File: config.mk
export PLATFORM = sky130hd
export DESIGN_NAME = fuzzy_subsequence_scorer
export DESIGN_NICKNAME = d
export VERILOG_FILES = /design/src/sv/fss_pkg.sv /design/src/sv/fss_store.sv /design/src/sv/fss_alu.sv /design/src/sv/fuzzy_subsequence_scorer.sv
export SDC_FILE = /design/constraint.sdc
export NUM_CORES = 2
export LEC_CHECK = 0
export ABC_AREA = 1
export BUFFER_PORTS_ARGS = -buffer_cell sky130_fd_sc_hd__buf_2
export CELL_PAD_IN_SITES_DETAIL_PLACEMENT = 2
export CELL_PAD_IN_SITES_GLOBAL_PLACEMENT = 2
export CORE_MARGIN = 2
export CORE_UTILIZATION = 46
export DETAILED_ROUTE_END_ITERATION = 8
export GPL_ROUTABILITY_DRIVEN = 1
export GPL_TIMING_DRIVEN = 0
export PLACE_DENSITY = 0.82
export SYNTH_ARGS = -nofsm -noshare
export SYNTH_HDL_FRONTEND = slang
export SYNTH_SLANG_ARGS = --single-unit
File: constraint.sdc
create_clock -name clk -period 7.5 [get_ports clk]
set_input_delay 1.125 -clock clk [delete_from_list [all_inputs] [get_ports clk]]
set_output_delay 1.125 -clock clk [all_outputs]
set_load 0.02 [all_outputs]
File: src/sv/fss_pkg.sv
// Shared types, constants and character helpers of the fuzzy subsequence scorer.
`timescale 1ns / 1ps
`default_nettype none
package fss_pkg;

	localparam int PATTERN_MAX   = 32;
	localparam int CANDIDATE_MAX = 256;
	localparam int CHAR_BITS     = 16;

	localparam int PAT_AW  = (PATTERN_MAX > 1) ? $clog2(PATTERN_MAX) : 1;
	localparam int LEN_W   = $clog2(PATTERN_MAX + 1);
	localparam int CNT_W   = $clog2(CANDIDATE_MAX + 1);
	localparam int IDX_W   = $clog2(CANDIDATE_MAX);
	localparam int CFG_W   = 6;
	localparam int POS_W   = 8;
	localparam int SCORE_W = 16;
	localparam int RUN_W   = 6;
	localparam int RUN_MAX = (1 << RUN_W) - 1;

	localparam int SC_EXACT   = 10000;
	localparam int SC_PREFIX  = 5000;
	localparam int SC_WORD    = 50;
	localparam int SC_RUN     = 30;
	localparam int GAP_CAP    = 20;
	localparam int SC_ACRONYM = 200;
	localparam int SC_BASE    = 10;
	localparam int SC_CASE    = 5;
	localparam int LEN_DIV    = 4;
	localparam int GAP_W      = $clog2(GAP_CAP + 1);

	localparam logic [1:0] OP_WRITE = 2'd0;
	localparam logic [1:0] OP_CHAR  = 2'd1;
	localparam logic [1:0] OP_END   = 2'd2;

	localparam logic REG_PATTERN_LENGTH = 1'b0;

	typedef logic [CHAR_BITS-1:0] char_t;
	typedef logic signed [SCORE_W-1:0] score_t;

	localparam char_t CH_UPPER_A  = char_t'('h41);
	localparam char_t CH_UPPER_Z  = char_t'('h5A);
	localparam char_t CH_LOWER_A  = char_t'('h61);
	localparam char_t CH_LOWER_Z  = char_t'('h7A);
	localparam char_t CASE_OFFSET = char_t'('h20);
	localparam char_t CH_SPACE    = char_t'('h20);
	localparam char_t CH_DASH     = char_t'('h2D);
	localparam char_t CH_UNDER    = char_t'('h5F);
	localparam char_t CH_DOT      = char_t'('h2E);
	localparam char_t CH_SLASH    = char_t'('h2F);
	localparam char_t CH_BSLASH   = char_t'('h5C);
	localparam char_t CH_COLON    = char_t'('h3A);
	localparam char_t CH_PAREN    = char_t'('h28);
	localparam char_t CH_BRACKET  = char_t'('h5B);

	typedef struct packed {
		logic [1:0]  opcode;
		logic [15:0] char_code;
		logic [4:0]  pattern_slot;
	} req_t;

	typedef struct packed {
		logic               has_position;
		logic [7:0]         position;
		logic               matched;
		logic signed [15:0] score;
		logic               too_long;
		logic               last;
	} rsp_t;

	typedef struct packed {
		logic              pat_we;
		logic [PAT_AW-1:0] pat_waddr;
		char_t             pat_wdata;
		logic              pat_re;
		logic [PAT_AW-1:0] pat_raddr;
		logic              pos_we;
		logic [PAT_AW-1:0] pos_waddr;
		logic [IDX_W-1:0]  pos_wdata;
		logic              pos_re;
		logic [PAT_AW-1:0] pos_raddr;
	} store_ctrl_t;

	typedef struct packed {
		logic   clr;
		logic   add;
		score_t operand;
	} alu_ctrl_t;

	function automatic logic is_upper(input char_t c);
		return (c >= CH_UPPER_A) && (c <= CH_UPPER_Z);
	endfunction

	function automatic logic is_lower(input char_t c);
		return (c >= CH_LOWER_A) && (c <= CH_LOWER_Z);
	endfunction

	function automatic char_t fold(input char_t c);
		return is_upper(c) ? char_t'(c + CASE_OFFSET) : c;
	endfunction

	function automatic logic is_sep(input char_t c);
		return (c == CH_SPACE) || (c == CH_DASH) || (c == CH_UNDER) ||
			(c == CH_DOT) || (c == CH_SLASH) || (c == CH_BSLASH) ||
			(c == CH_COLON) || (c == CH_PAREN) || (c == CH_BRACKET);
	endfunction

endpackage
`default_nettype wire

File: src/sv/fss_store.sv
// Pattern character memory and matched position memory, registered reads.
`timescale 1ns / 1ps
`default_nettype none
module fss_store (
	input  logic                             clk,
	input  fss_pkg::store_ctrl_t             ctrl,
	output fss_pkg::char_t                   pat_rdata,
	output logic [fss_pkg::IDX_W-1:0]        pos_rdata
);

	fss_pkg::char_t            pat_mem_q [fss_pkg::PATTERN_MAX];
	logic [fss_pkg::IDX_W-1:0] pos_mem_q [fss_pkg::PATTERN_MAX];
	fss_pkg::char_t            pat_rdata_q;
	logic [fss_pkg::IDX_W-1:0] pos_rdata_q;

	always_ff @(posedge clk) begin
		if (ctrl.pat_we) begin
			pat_mem_q[ctrl.pat_waddr] <= ctrl.pat_wdata;
		end
		if (ctrl.pat_re) begin
			pat_rdata_q <= pat_mem_q[ctrl.pat_raddr];
		end
	end

	always_ff @(posedge clk) begin
		if (ctrl.pos_we) begin
			pos_mem_q[ctrl.pos_waddr] <= ctrl.pos_wdata;
		end
		if (ctrl.pos_re) begin
			pos_rdata_q <= pos_mem_q[ctrl.pos_raddr];
		end
	end

	assign pat_rdata = pat_rdata_q;
	assign pos_rdata = pos_rdata_q;

endmodule
`default_nettype wire

File: src/sv/fss_alu.sv
// Shared case-folding comparator and score accumulator.
`timescale 1ns / 1ps
`default_nettype none
module fss_alu (
	input  logic                clk,
	input  logic                arst_n,
	input  fss_pkg::alu_ctrl_t  ctrl,
	input  fss_pkg::char_t      cmp_a,
	input  fss_pkg::char_t      cmp_b,
	output logic                fold_eq,
	output logic                raw_eq,
	output fss_pkg::score_t     acc
);

	fss_pkg::score_t acc_q;
	fss_pkg::score_t sum;

	assign fold_eq = (fss_pkg::fold(cmp_a) == fss_pkg::fold(cmp_b));
	assign raw_eq  = (cmp_a == cmp_b);

	always_comb begin
		sum = (ctrl.clr ? fss_pkg::score_t'(0) : acc_q) + ctrl.operand;
	end

	always_ff @(posedge clk or negedge arst_n) begin
		if (!arst_n) begin
			acc_q <= '0;
		end else if (ctrl.add) begin
			acc_q <= sum;
		end else if (ctrl.clr) begin
			acc_q <= '0;
		end
	end

	assign acc = acc_q;

endmodule
`default_nettype wire

File: src/sv/fuzzy_subsequence_scorer.sv
// Top level of the fuzzy subsequence scorer: sequencer, candidate state and ports.
`timescale 1ns / 1ps
`default_nettype none
// The scorer holds a pattern of up to 32 characters, written slot by slot with
// opcode 0 requests, and scores a candidate string streamed in one character per
// opcode 1 request; an opcode 2 request ends the candidate and produces the
// response run: on a prefix or fuzzy match one item per pattern character with
// the matched candidate position, then a verdict item with last set (exact
// 10000, prefix 5000 minus the extra length, otherwise the summed per-character
// bonuses plus the acronym bonus minus length/4). Requests are taken one at a
// time: a candidate character visits the prefix, greedy and acronym states and,
// if it advances the greedy match, the score states; an end marker passes the
// finish states, a read and a write per emitted position and the verdict, longer
// if the response side stalls. This follows from the single pattern memory read
// port, visited once each for the prefix, greedy and acronym pointers, and from
// the one score adder that adds the score terms in turn. A finished verdict
// waits in the output register while the next request is taken. Set
// pattern_length over the APB port (byte address 0) only while no candidate is
// in flight; pattern memory has no reset, so write every slot in use first.
module fuzzy_subsequence_scorer (
	input  logic          clk,
	input  logic          arst_n,
	input  logic          req_valid,
	output logic          req_stall,
	input  fss_pkg::req_t req_data,
	output logic          rsp_valid,
	input  logic          rsp_stall,
	output fss_pkg::rsp_t rsp_data,
	input  logic          psel,
	input  logic          penable,
	input  logic          pwrite,
	input  logic [2:0]    paddr,
	input  logic [31:0]   pwdata,
	output logic [31:0]   prdata,
	output logic          pready
);

	localparam logic [3:0] ST_IDLE = 4'd0;
	localparam logic [3:0] ST_PFX  = 4'd1;
	localparam logic [3:0] ST_GRD  = 4'd2;
	localparam logic [3:0] ST_ACR  = 4'd3;
	localparam logic [3:0] ST_S1   = 4'd4;
	localparam logic [3:0] ST_S2   = 4'd5;
	localparam logic [3:0] ST_S3   = 4'd6;
	localparam logic [3:0] ST_FIN  = 4'd7;
	localparam logic [3:0] ST_FIN2 = 4'd8;
	localparam logic [3:0] ST_EMRD = 4'd9;
	localparam logic [3:0] ST_EMWR = 4'd10;
	localparam logic [3:0] ST_VERD = 4'd11;

	localparam logic [2:0] VK_LONG   = 3'd0;
	localparam logic [2:0] VK_EMPTY  = 3'd1;
	localparam logic [2:0] VK_MISS   = 3'd2;
	localparam logic [2:0] VK_PREFIX = 3'd3;
	localparam logic [2:0] VK_FUZZY  = 3'd4;

	// control and candidate state
	logic [3:0]                  state_q;
	logic [fss_pkg::CFG_W-1:0]   pattern_length_q;
	logic [fss_pkg::CNT_W-1:0]   cnt_q;
	logic [fss_pkg::LEN_W-1:0]   greedy_q;
	logic [fss_pkg::LEN_W-1:0]   acr_q;
	logic                        prefix_q;
	logic [fss_pkg::IDX_W-1:0]   prev_pos_q;
	logic                        prev_valid_q;
	logic [fss_pkg::RUN_W-1:0]   run_q;
	fss_pkg::char_t              prev_char_q;
	logic                        overflow_q;
	logic                        gm_q;
	logic [2:0]                  kind_q;
	logic [fss_pkg::LEN_W-1:0]   emit_q;
	logic                        rsp_valid_q;

	// per-character working registers
	fss_pkg::char_t              ch_q;
	logic                        ws_q;
	logic                        gz_q;
	logic                        exact_q;
	logic                        run_hit_q;
	logic [fss_pkg::GAP_W-1:0]   gap_sat_q;
	fss_pkg::rsp_t               rsp_q;

	// combinational
	logic [fss_pkg::LEN_W-1:0]   len;
	logic                        req_accept;
	logic                        rsp_free;
	logic                        cfg_write;
	logic                        cnt_full;
	fss_pkg::char_t              cand_c;
	logic                        word_start;
	logic [fss_pkg::IDX_W-1:0]   idx;
	logic [fss_pkg::IDX_W-1:0]   gap;
	logic                        run_hit;
	logic [fss_pkg::GAP_W-1:0]   gap_sat;
	logic [fss_pkg::RUN_W-1:0]   run_next;
	logic                        g_hit;
	logic [2:0]                  kind;
	logic                        verdict_ok;
	fss_pkg::store_ctrl_t        st_ctrl;
	fss_pkg::alu_ctrl_t          alu_ctrl;
	fss_pkg::char_t              pat_rdata;
	logic [fss_pkg::IDX_W-1:0]   pos_rdata;
	logic                        fold_eq;
	logic                        raw_eq;
	fss_pkg::score_t             acc;

	fss_store u_store (
		.clk       (clk),
		.ctrl      (st_ctrl),
		.pat_rdata (pat_rdata),
		.pos_rdata (pos_rdata)
	);

	// the comparator always sees the memory read data against the held character
	fss_alu u_alu (
		.clk     (clk),
		.arst_n  (arst_n),
		.ctrl    (alu_ctrl),
		.cmp_a   (pat_rdata),
		.cmp_b   (ch_q),
		.fold_eq (fold_eq),
		.raw_eq  (raw_eq),
		.acc     (acc)
	);

	// pattern lengths above the capacity act as a full pattern
	assign len = (32'(pattern_length_q) > fss_pkg::PATTERN_MAX) ?
		fss_pkg::LEN_W'(fss_pkg::PATTERN_MAX) : fss_pkg::LEN_W'(pattern_length_q);

	assign req_stall  = (state_q != ST_IDLE);
	assign req_accept = req_valid && !req_stall;
	assign rsp_free   = !rsp_valid_q || !rsp_stall;
	assign cfg_write  = psel && penable && pwrite && (paddr[2] == fss_pkg::REG_PATTERN_LENGTH);
	assign cnt_full   = (32'(cnt_q) >= fss_pkg::CANDIDATE_MAX);
	assign cand_c     = fss_pkg::char_t'(req_data.char_code);

	// word start: first position, after a separator, or a lower to upper change
	assign word_start = (cnt_q == '0) || fss_pkg::is_sep(prev_char_q) ||
		(fss_pkg::is_lower(prev_char_q) && fss_pkg::is_upper(cand_c));

	assign idx      = fss_pkg::IDX_W'(cnt_q);
	assign gap      = idx - prev_pos_q - fss_pkg::IDX_W'(1);
	assign run_hit  = prev_valid_q && (gap == '0);
	assign gap_sat  = !prev_valid_q ? '0 :
		(32'(gap) > fss_pkg::GAP_CAP) ? fss_pkg::GAP_W'(fss_pkg::GAP_CAP) :
		fss_pkg::GAP_W'(gap);
	assign run_next = !run_hit ? '0 :
		(32'(run_q) == fss_pkg::RUN_MAX) ? run_q : run_q + 1'b1;
	assign g_hit    = (greedy_q < len) && fold_eq;

	always_comb begin
		if (overflow_q) begin
			kind = VK_LONG;
		end else if (len == '0) begin
			kind = VK_EMPTY;
		end else if ((cnt_q < len) || (greedy_q < len)) begin
			kind = VK_MISS;
		end else if (prefix_q) begin
			kind = VK_PREFIX;
		end else begin
			kind = VK_FUZZY;
		end
	end

	assign verdict_ok = (kind_q == VK_PREFIX) || (kind_q == VK_FUZZY);

	// memory ports: one pattern read a cycle, walking prefix, greedy, acronym
	always_comb begin
		st_ctrl = '0;
		case (state_q)
			ST_IDLE: begin
				st_ctrl.pat_waddr = fss_pkg::PAT_AW'(req_data.pattern_slot);
				st_ctrl.pat_wdata = cand_c;
				st_ctrl.pat_raddr = fss_pkg::PAT_AW'(cnt_q);
				st_ctrl.pat_we    = req_accept && (req_data.opcode == fss_pkg::OP_WRITE) &&
					(32'(req_data.pattern_slot) < fss_pkg::PATTERN_MAX);
				st_ctrl.pat_re    = req_accept && (req_data.opcode == fss_pkg::OP_CHAR) &&
					!cnt_full;
			end
			ST_PFX: begin
				st_ctrl.pat_re    = 1'b1;
				st_ctrl.pat_raddr = fss_pkg::PAT_AW'(greedy_q);
			end
			ST_GRD: begin
				st_ctrl.pat_re    = 1'b1;
				st_ctrl.pat_raddr = fss_pkg::PAT_AW'(acr_q);
				st_ctrl.pos_we    = g_hit;
				st_ctrl.pos_waddr = fss_pkg::PAT_AW'(greedy_q);
				st_ctrl.pos_wdata = idx;
			end
			ST_EMRD: begin
				st_ctrl.pos_re    = 1'b1;
				st_ctrl.pos_raddr = fss_pkg::PAT_AW'(emit_q);
			end
			default: begin
			end
		endcase
	end

	// score adder: one term per cycle
	always_comb begin
		alu_ctrl = '0;
		case (state_q)
			ST_S1: begin
				alu_ctrl.add     = 1'b1;
				alu_ctrl.operand = fss_pkg::score_t'(fss_pkg::SC_BASE +
					(ws_q ? fss_pkg::SC_WORD : 0) + (exact_q ? fss_pkg::SC_CASE : 0));
			end
			ST_S2: begin
				// first pattern character pays for its distance from the start
				alu_ctrl.add     = 1'b1;
				alu_ctrl.operand = gz_q ? -(fss_pkg::score_t'(idx) << 1) : '0;
			end
			ST_S3: begin
				alu_ctrl.add     = 1'b1;
				alu_ctrl.operand = run_hit_q ?
					fss_pkg::score_t'(32'(run_q) * fss_pkg::SC_RUN) :
					-fss_pkg::score_t'(gap_sat_q);
			end
			ST_FIN: begin
				if (kind == VK_PREFIX) begin
					alu_ctrl.clr     = 1'b1;
					alu_ctrl.add     = 1'b1;
					alu_ctrl.operand = (cnt_q == len) ?
						fss_pkg::score_t'(fss_pkg::SC_EXACT) :
						fss_pkg::score_t'(fss_pkg::SC_PREFIX);
				end else if (kind == VK_FUZZY) begin
					alu_ctrl.add     = 1'b1;
					alu_ctrl.operand = (acr_q >= len) ?
						fss_pkg::score_t'(fss_pkg::SC_ACRONYM) : '0;
				end
			end
			ST_FIN2: begin
				alu_ctrl.add     = 1'b1;
				alu_ctrl.operand = (kind_q == VK_PREFIX) ?
					fss_pkg::score_t'(len) - fss_pkg::score_t'(cnt_q) :
					-fss_pkg::score_t'(cnt_q / fss_pkg::LEN_DIV);
			end
			ST_VERD: begin
				alu_ctrl.clr = rsp_free;
			end
			default: begin
			end
		endcase
	end

	always_ff @(posedge clk or negedge arst_n) begin
		if (!arst_n) begin
			state_q          <= ST_IDLE;
			pattern_length_q <= '0;
			cnt_q            <= '0;
			greedy_q         <= '0;
			acr_q            <= '0;
			prefix_q         <= 1'b1;
			prev_pos_q       <= '0;
			prev_valid_q     <= 1'b0;
			run_q            <= '0;
			prev_char_q      <= '0;
			overflow_q       <= 1'b0;
			gm_q             <= 1'b0;
			kind_q           <= VK_LONG;
			emit_q           <= '0;
			rsp_valid_q      <= 1'b0;
		end else begin
			if (cfg_write) begin
				pattern_length_q <= pwdata[fss_pkg::CFG_W-1:0];
			end
			if (rsp_valid_q && !rsp_stall) begin
				rsp_valid_q <= 1'b0;
			end
			case (state_q)
				ST_IDLE: begin
					if (req_accept) begin
						case (req_data.opcode)
							fss_pkg::OP_CHAR: begin
								// drop characters past the candidate limit
								if (cnt_full) begin
									overflow_q <= 1'b1;
								end else begin
									state_q <= ST_PFX;
								end
							end
							fss_pkg::OP_END: begin
								state_q <= ST_FIN;
							end
							default: begin
							end
						endcase
					end
				end
				ST_PFX: begin
					if ((cnt_q < len) && !fold_eq) begin
						prefix_q <= 1'b0;
					end
					state_q <= ST_GRD;
				end
				ST_GRD: begin
					gm_q <= g_hit;
					if (g_hit) begin
						greedy_q     <= greedy_q + 1'b1;
						prev_pos_q   <= idx;
						prev_valid_q <= 1'b1;
						run_q        <= run_next;
					end
					state_q <= ST_ACR;
				end
				ST_ACR: begin
					if ((acr_q < len) && ws_q && fold_eq) begin
						acr_q <= acr_q + 1'b1;
					end
					if (gm_q) begin
						state_q <= ST_S1;
					end else begin
						cnt_q       <= cnt_q + 1'b1;
						prev_char_q <= ch_q;
						state_q     <= ST_IDLE;
					end
				end
				ST_S1: begin
					state_q <= ST_S2;
				end
				ST_S2: begin
					state_q <= ST_S3;
				end
				ST_S3: begin
					cnt_q       <= cnt_q + 1'b1;
					prev_char_q <= ch_q;
					state_q     <= ST_IDLE;
				end
				ST_FIN: begin
					kind_q <= kind;
					emit_q <= '0;
					if ((kind == VK_PREFIX) || (kind == VK_FUZZY)) begin
						state_q <= ST_FIN2;
					end else begin
						state_q <= ST_VERD;
					end
				end
				ST_FIN2: begin
					state_q <= ST_EMRD;
				end
				ST_EMRD: begin
					state_q <= ST_EMWR;
				end
				ST_EMWR: begin
					// hold the position until the output register frees up
					if (rsp_free) begin
						rsp_valid_q <= 1'b1;
						emit_q      <= emit_q + 1'b1;
						if ((32'(emit_q) + 1) == 32'(len)) begin
							state_q <= ST_VERD;
						end else begin
							state_q <= ST_EMRD;
						end
					end
				end
				ST_VERD: begin
					if (rsp_free) begin
						rsp_valid_q  <= 1'b1;
						cnt_q        <= '0;
						greedy_q     <= '0;
						acr_q        <= '0;
						prefix_q     <= 1'b1;
						prev_pos_q   <= '0;
						prev_valid_q <= 1'b0;
						run_q        <= '0;
						prev_char_q  <= '0;
						overflow_q   <= 1'b0;
						state_q      <= ST_IDLE;
					end
				end
				default: begin
					state_q <= ST_IDLE;
				end
			endcase
		end
	end

	always_ff @(posedge clk) begin
		if ((state_q == ST_IDLE) && req_accept) begin
			ch_q <= cand_c;
			ws_q <= word_start;
		end
		if (state_q == ST_GRD) begin
			gz_q      <= (greedy_q == '0);
			exact_q   <= raw_eq;
			run_hit_q <= run_hit;
			gap_sat_q <= gap_sat;
		end
		if ((state_q == ST_EMWR) && rsp_free) begin
			rsp_q              <= '0;
			rsp_q.has_position <= 1'b1;
			rsp_q.position     <= (kind_q == VK_PREFIX) ?
				fss_pkg::POS_W'(emit_q) : fss_pkg::POS_W'(pos_rdata);
		end
		if ((state_q == ST_VERD) && rsp_free) begin
			rsp_q          <= '0;
			rsp_q.matched  <= verdict_ok || (kind_q == VK_EMPTY);
			rsp_q.score    <= verdict_ok ? acc : '0;
			rsp_q.too_long <= (kind_q == VK_LONG);
			rsp_q.last     <= 1'b1;
		end
	end

	assign rsp_valid = rsp_valid_q;
	assign rsp_data  = rsp_q;
	assign pready    = 1'b1;
	assign prdata    = (paddr[2] == fss_pkg::REG_PATTERN_LENGTH) ?
		32'(pattern_length_q) : 32'd0;

endmodule
`default_nettype wire

==> results by group <==
Outcome
  – Outcome: completed

Clock network
  – CTS tree: built
  – Worst skew pair latency: 720 ps
  – CTS resizes: 0
  – Total CTS buffers: 101
  – Num Clock Sinks: 936
  – Clock transition at path regs: 60 ps
  – Htree depth: 3
  – CTS Buffer Depth: 3
  – Cts hold-fix bufs: 0
  – CTS Root Cell: clkbuf_16
  – Post-CTS Setup Inserts: 0

Layout
  – Total of fill cells in the finished design: 8972
  – Synth-to-Final Area Change: 13.9%
  – Nets@finish: 4159
  – Final non-filler cell total: 5282
  – Area taken by multi-input logic gates: 12800 um2
  – Most frequent cells in the layout: edfxtp_1 (835), nand2_1 (586), o21ai_0 (377)
  – Most common cell after layout, fill and taps aside: edfxtp_1
  – Fraction of layout cells with a size suffix above 1: 12.7%
  – Diodes inserted: 0
  – Reg area: 27600 um2
  – Design area: 48300 um2

Synthesis
  – Post-synth EDFFs: 835
  – Cells after synthesis: 3786
  – Sequential share of the synthesized area: 64.9%
  – Yosys reg bits: 936
  – Dominant synthesized flop cell: edfxtp_1
  – Average cell area after synthesis: 11.2 um2
  – Syn. warnings: 0
  – Syn Std Cell Area: 42400 um2
  – Asr flop ratio synth: 9.72%
  – Netlist cell types: 66

STA
  – Final hold violations: 0
  – Max Slew Vio Count: 0
  – Period utilization: 80.8%
  – Slew @ Worst Pin: 1480 ps
  – Setup TNS Final: 0 ps
  – RSZ-0062 raised after global routing: no
  – Min Tclk post-route: 6060 ps
  – Slew headroom: 1.50%
  – Clk_skew: 25.6 ps
  – # setup viols final: 0
  – FMAX: 165 MHz

Setup path
  – Worst r2r src: cnt_q[2]$_DFFE_PN0P_
  – Reg-to-Reg End: u_alu.acc[10]$_DFF_PN0_
  – Crit path capture type: flop
  – CP Data Required Time: 8070 ps
  – Critical path depth: 26
  – Worst R2R Setup Slack: 1440 ps
  – Worst Setup SP: cnt_q[2]$_DFFE_PN0P_
  – CP Launch Type: flop
  – CP top delay family: simple AND/OR/NAND/NOR gates
  – Worst Path Arrival: 6630 ps
  – Critical Path Slowest Stage Cell: clkbuf_1
  – Critical Path Fanout Max: 10
  – Cell repeated most along the worst path: nand2_1
  – CP max stage delay: 540 ps
  – Crit Path Category: flop to flop
  – CP Buf/Inv Count: 5
  – Worst reg2reg path depth: 26

Global routing
  – Total grt overflow: 0
  – Gr usage total: 34.5%
  – Initial antenna violation count: 2
  – Global-route wire length before repair: 241000 um
  – Largest net degree at the start of global routing: 58
  – Vias in the first global route: 36100

Drt
  – Metal1 wirelength: 62000 um
  – DR top layer: met5
  – Vias: 32800
  – Initial DRC count: 3280
  – Metal2 WL: 83600 um
  – Met3 wire len: 8630 um
  – Via-to-Cell Ratio: 6.20
  – Pre-antenna DRT Iters: 6
  – WL/cell: 31.1 um
  – DRC violations left: 0
  – Routed WL: 164000 um
  – Number of routed nets with antenna violations: 0

Min path
  – Hold Path Class: flop to flop
  – Hold Path Depth: 2
  – WHS Endpoint: rsp_data[25]$_SDFFE_PP0P_
  – Worst hold start: rsp_data[25]$_SDFFE_PP0P_

Placement
  – Dpl hpwl: 109000 um
  – Post-placement cell area: 45000 um2
  – Port bufs: 72
  – DP Cell Count: 5090
  – Placer Congestion: 0.872

Job
  – Max-cap violations: 0

Floorplanning
  – Core Region: 91500 um2
  – # IOs: 128
  – Initial Utilization: 46.4%
  – Die Area: 94700 um2
  – Die span in x: 308 um
  – Row Count: 111
  – Die height: 308 um

Power
  – Leakage power: 18.2 nW
  – VDD IR-drop max: 0.256 mV
  – Power per cell area: 437 nW/um2
flip-flops by register name, summed over array words and instances, names as in the netlist, 3 cells and up:
register / flops
acr_q: 6
ch_q: 16
cnt_q: 9
emit_q: 6
gap_sat_q: 5
greedy_q: 6
kind_q: 3
pattern_length_q: 6
prev_char_q: 16
prev_pos_q: 8
rsp_data: 28
run_q: 6
state_q: 4
u_alu.acc: 16
u_store.pat_mem_q: 512
u_store.pat_rdata: 16
u_store.pos_mem_q: 256
u_store.pos_rdata: 8
layout make-up:
cell class                      count  area share, %
Inverter                          367           2.85
Multi-Input combinational cell   2297           26.5
Tap cell                         1186           3.07
Sequential cell                   936           57.0
Buffer                            211           2.11
Timing Repair Buffer               97           1.75
Clock buffer                      127           5.56
Clock inverter                     61           1.15
stage by stage:
stage	setup WS, ps	util (%)	hold slack [ps]	total power (W)
global placement	1300	48.5	454	0.0148
detailed placement	1600	49.2	468	0.0155
floorplan	3230	-	450	0.0115
CTS	1530	52.7	483	0.0209
finish	1440	52.8	475	0.0211
global route	1050	52.8	503	0.0218
worst register-to-register path: stages (launching register included):
cell and delay [ps]:
dfrtp_1 390, clkbuf_1 540, inv_1 390, ha_1 500
nand2_1 110, nor3_1 200, nor2_1 110, nor3_1 270
nand2_1 170, nand2_1 140, inv_1 110, nand3_2 170
nand2_1 160, buf_4 210, nor2_1 170, ha_1 230
inv_1 90, fa_1 410, o21ai_0 460, a31oi_1 280
o21ai_0 340, a21oi_1 110, nor2_1 100, nor2_1 60
xnor2_1 120, nand2_1 60, nand2_1 60
how the worst max path moves through the flow:
stage                     slack [ps]                                end
after floorplan                 3230            u_alu.acc[10]$_DFF_PN0_
after global placement          1300  u_store.pat_mem_q[9][5]$_DFFE_PP_
after detailed placement        1600            u_alu.acc[10]$_DFF_PN0_
after CTS                       1530            u_alu.acc[10]$_DFF_PN0_
after global routing            1050            u_alu.acc[10]$_DFF_PN0_
final                           1440            u_alu.acc[10]$_DFF_PN0_
logic make-up (layout without fill, tap and decap cells):
logic type / after synthesis / after routing / share of synthesized area (%)
other: 2 / 27 / 0.0177
buffers and inverters: 578 / 863 / 5.65
flip-flops: 936 / 936 / 64.9
adder cells (fa/ha/maj): 83 / 83 / 2.66
AND/OR/NAND/NOR: 1291 / 1291 / 13.0
AO/OA/AOI/OAI: 814 / 814 / 11.9
multiplexers: 24 / 24 / 0.637
XOR/XNOR: 58 / 58 / 1.20
cells in the mapped netlist, drive strengths merged, types with 5 or more instances:
cell | n | share of area [%]
a211oi | 7 | 0.12
a21o | 5 | 0.088
a21oi | 105 | 1.3
a221oi | 5 | 0.13
a31o | 24 | 0.50
a31oi | 26 | 0.38
buf | 109 | 1.5
clkbuf | 102 | 0.90
clkinv | 5 | 0.044
dfrtp | 90 | 5.3
dfxtp | 10 | 0.47
edfxtp | 835 | 59
fa | 12 | 0.57
ha | 71 | 2.1
inv | 362 | 3.2
mux2 | 24 | 0.64
nand2 | 590 | 5.3
nand3 | 190 | 2.3
nand4 | 34 | 0.64
nor2 | 400 | 3.7
nor3 | 38 | 0.50
nor3b | 6 | 0.11
nor4 | 8 | 0.12
o2111ai | 6 | 0.12
o211ai | 20 | 0.37
o21ai | 381 | 4.5
o21bai | 23 | 0.46
o221ai | 131 | 2.7
o22ai | 61 | 0.90
or2 | 20 | 0.29
xnor2 | 19 | 0.39
xor2 | 39 | 0.80
power by group:
group	switching (W)	total (W)	internal (W)
sequential	0.000293	0.00673	0.00644
clock	0.00222	0.00508	0.00285
combinational	0.00716	0.00932	0.00216
total	0.00968	0.0211	0.0114
per-layer routing:
layer	vias up	global-route usage [%]
met5	-	0
met4	4	19.9
met3	507	4.86
met2	1373	60.7
met1	17000	40.3
li1	13900	-
Power figures use the tool's default switching activity.
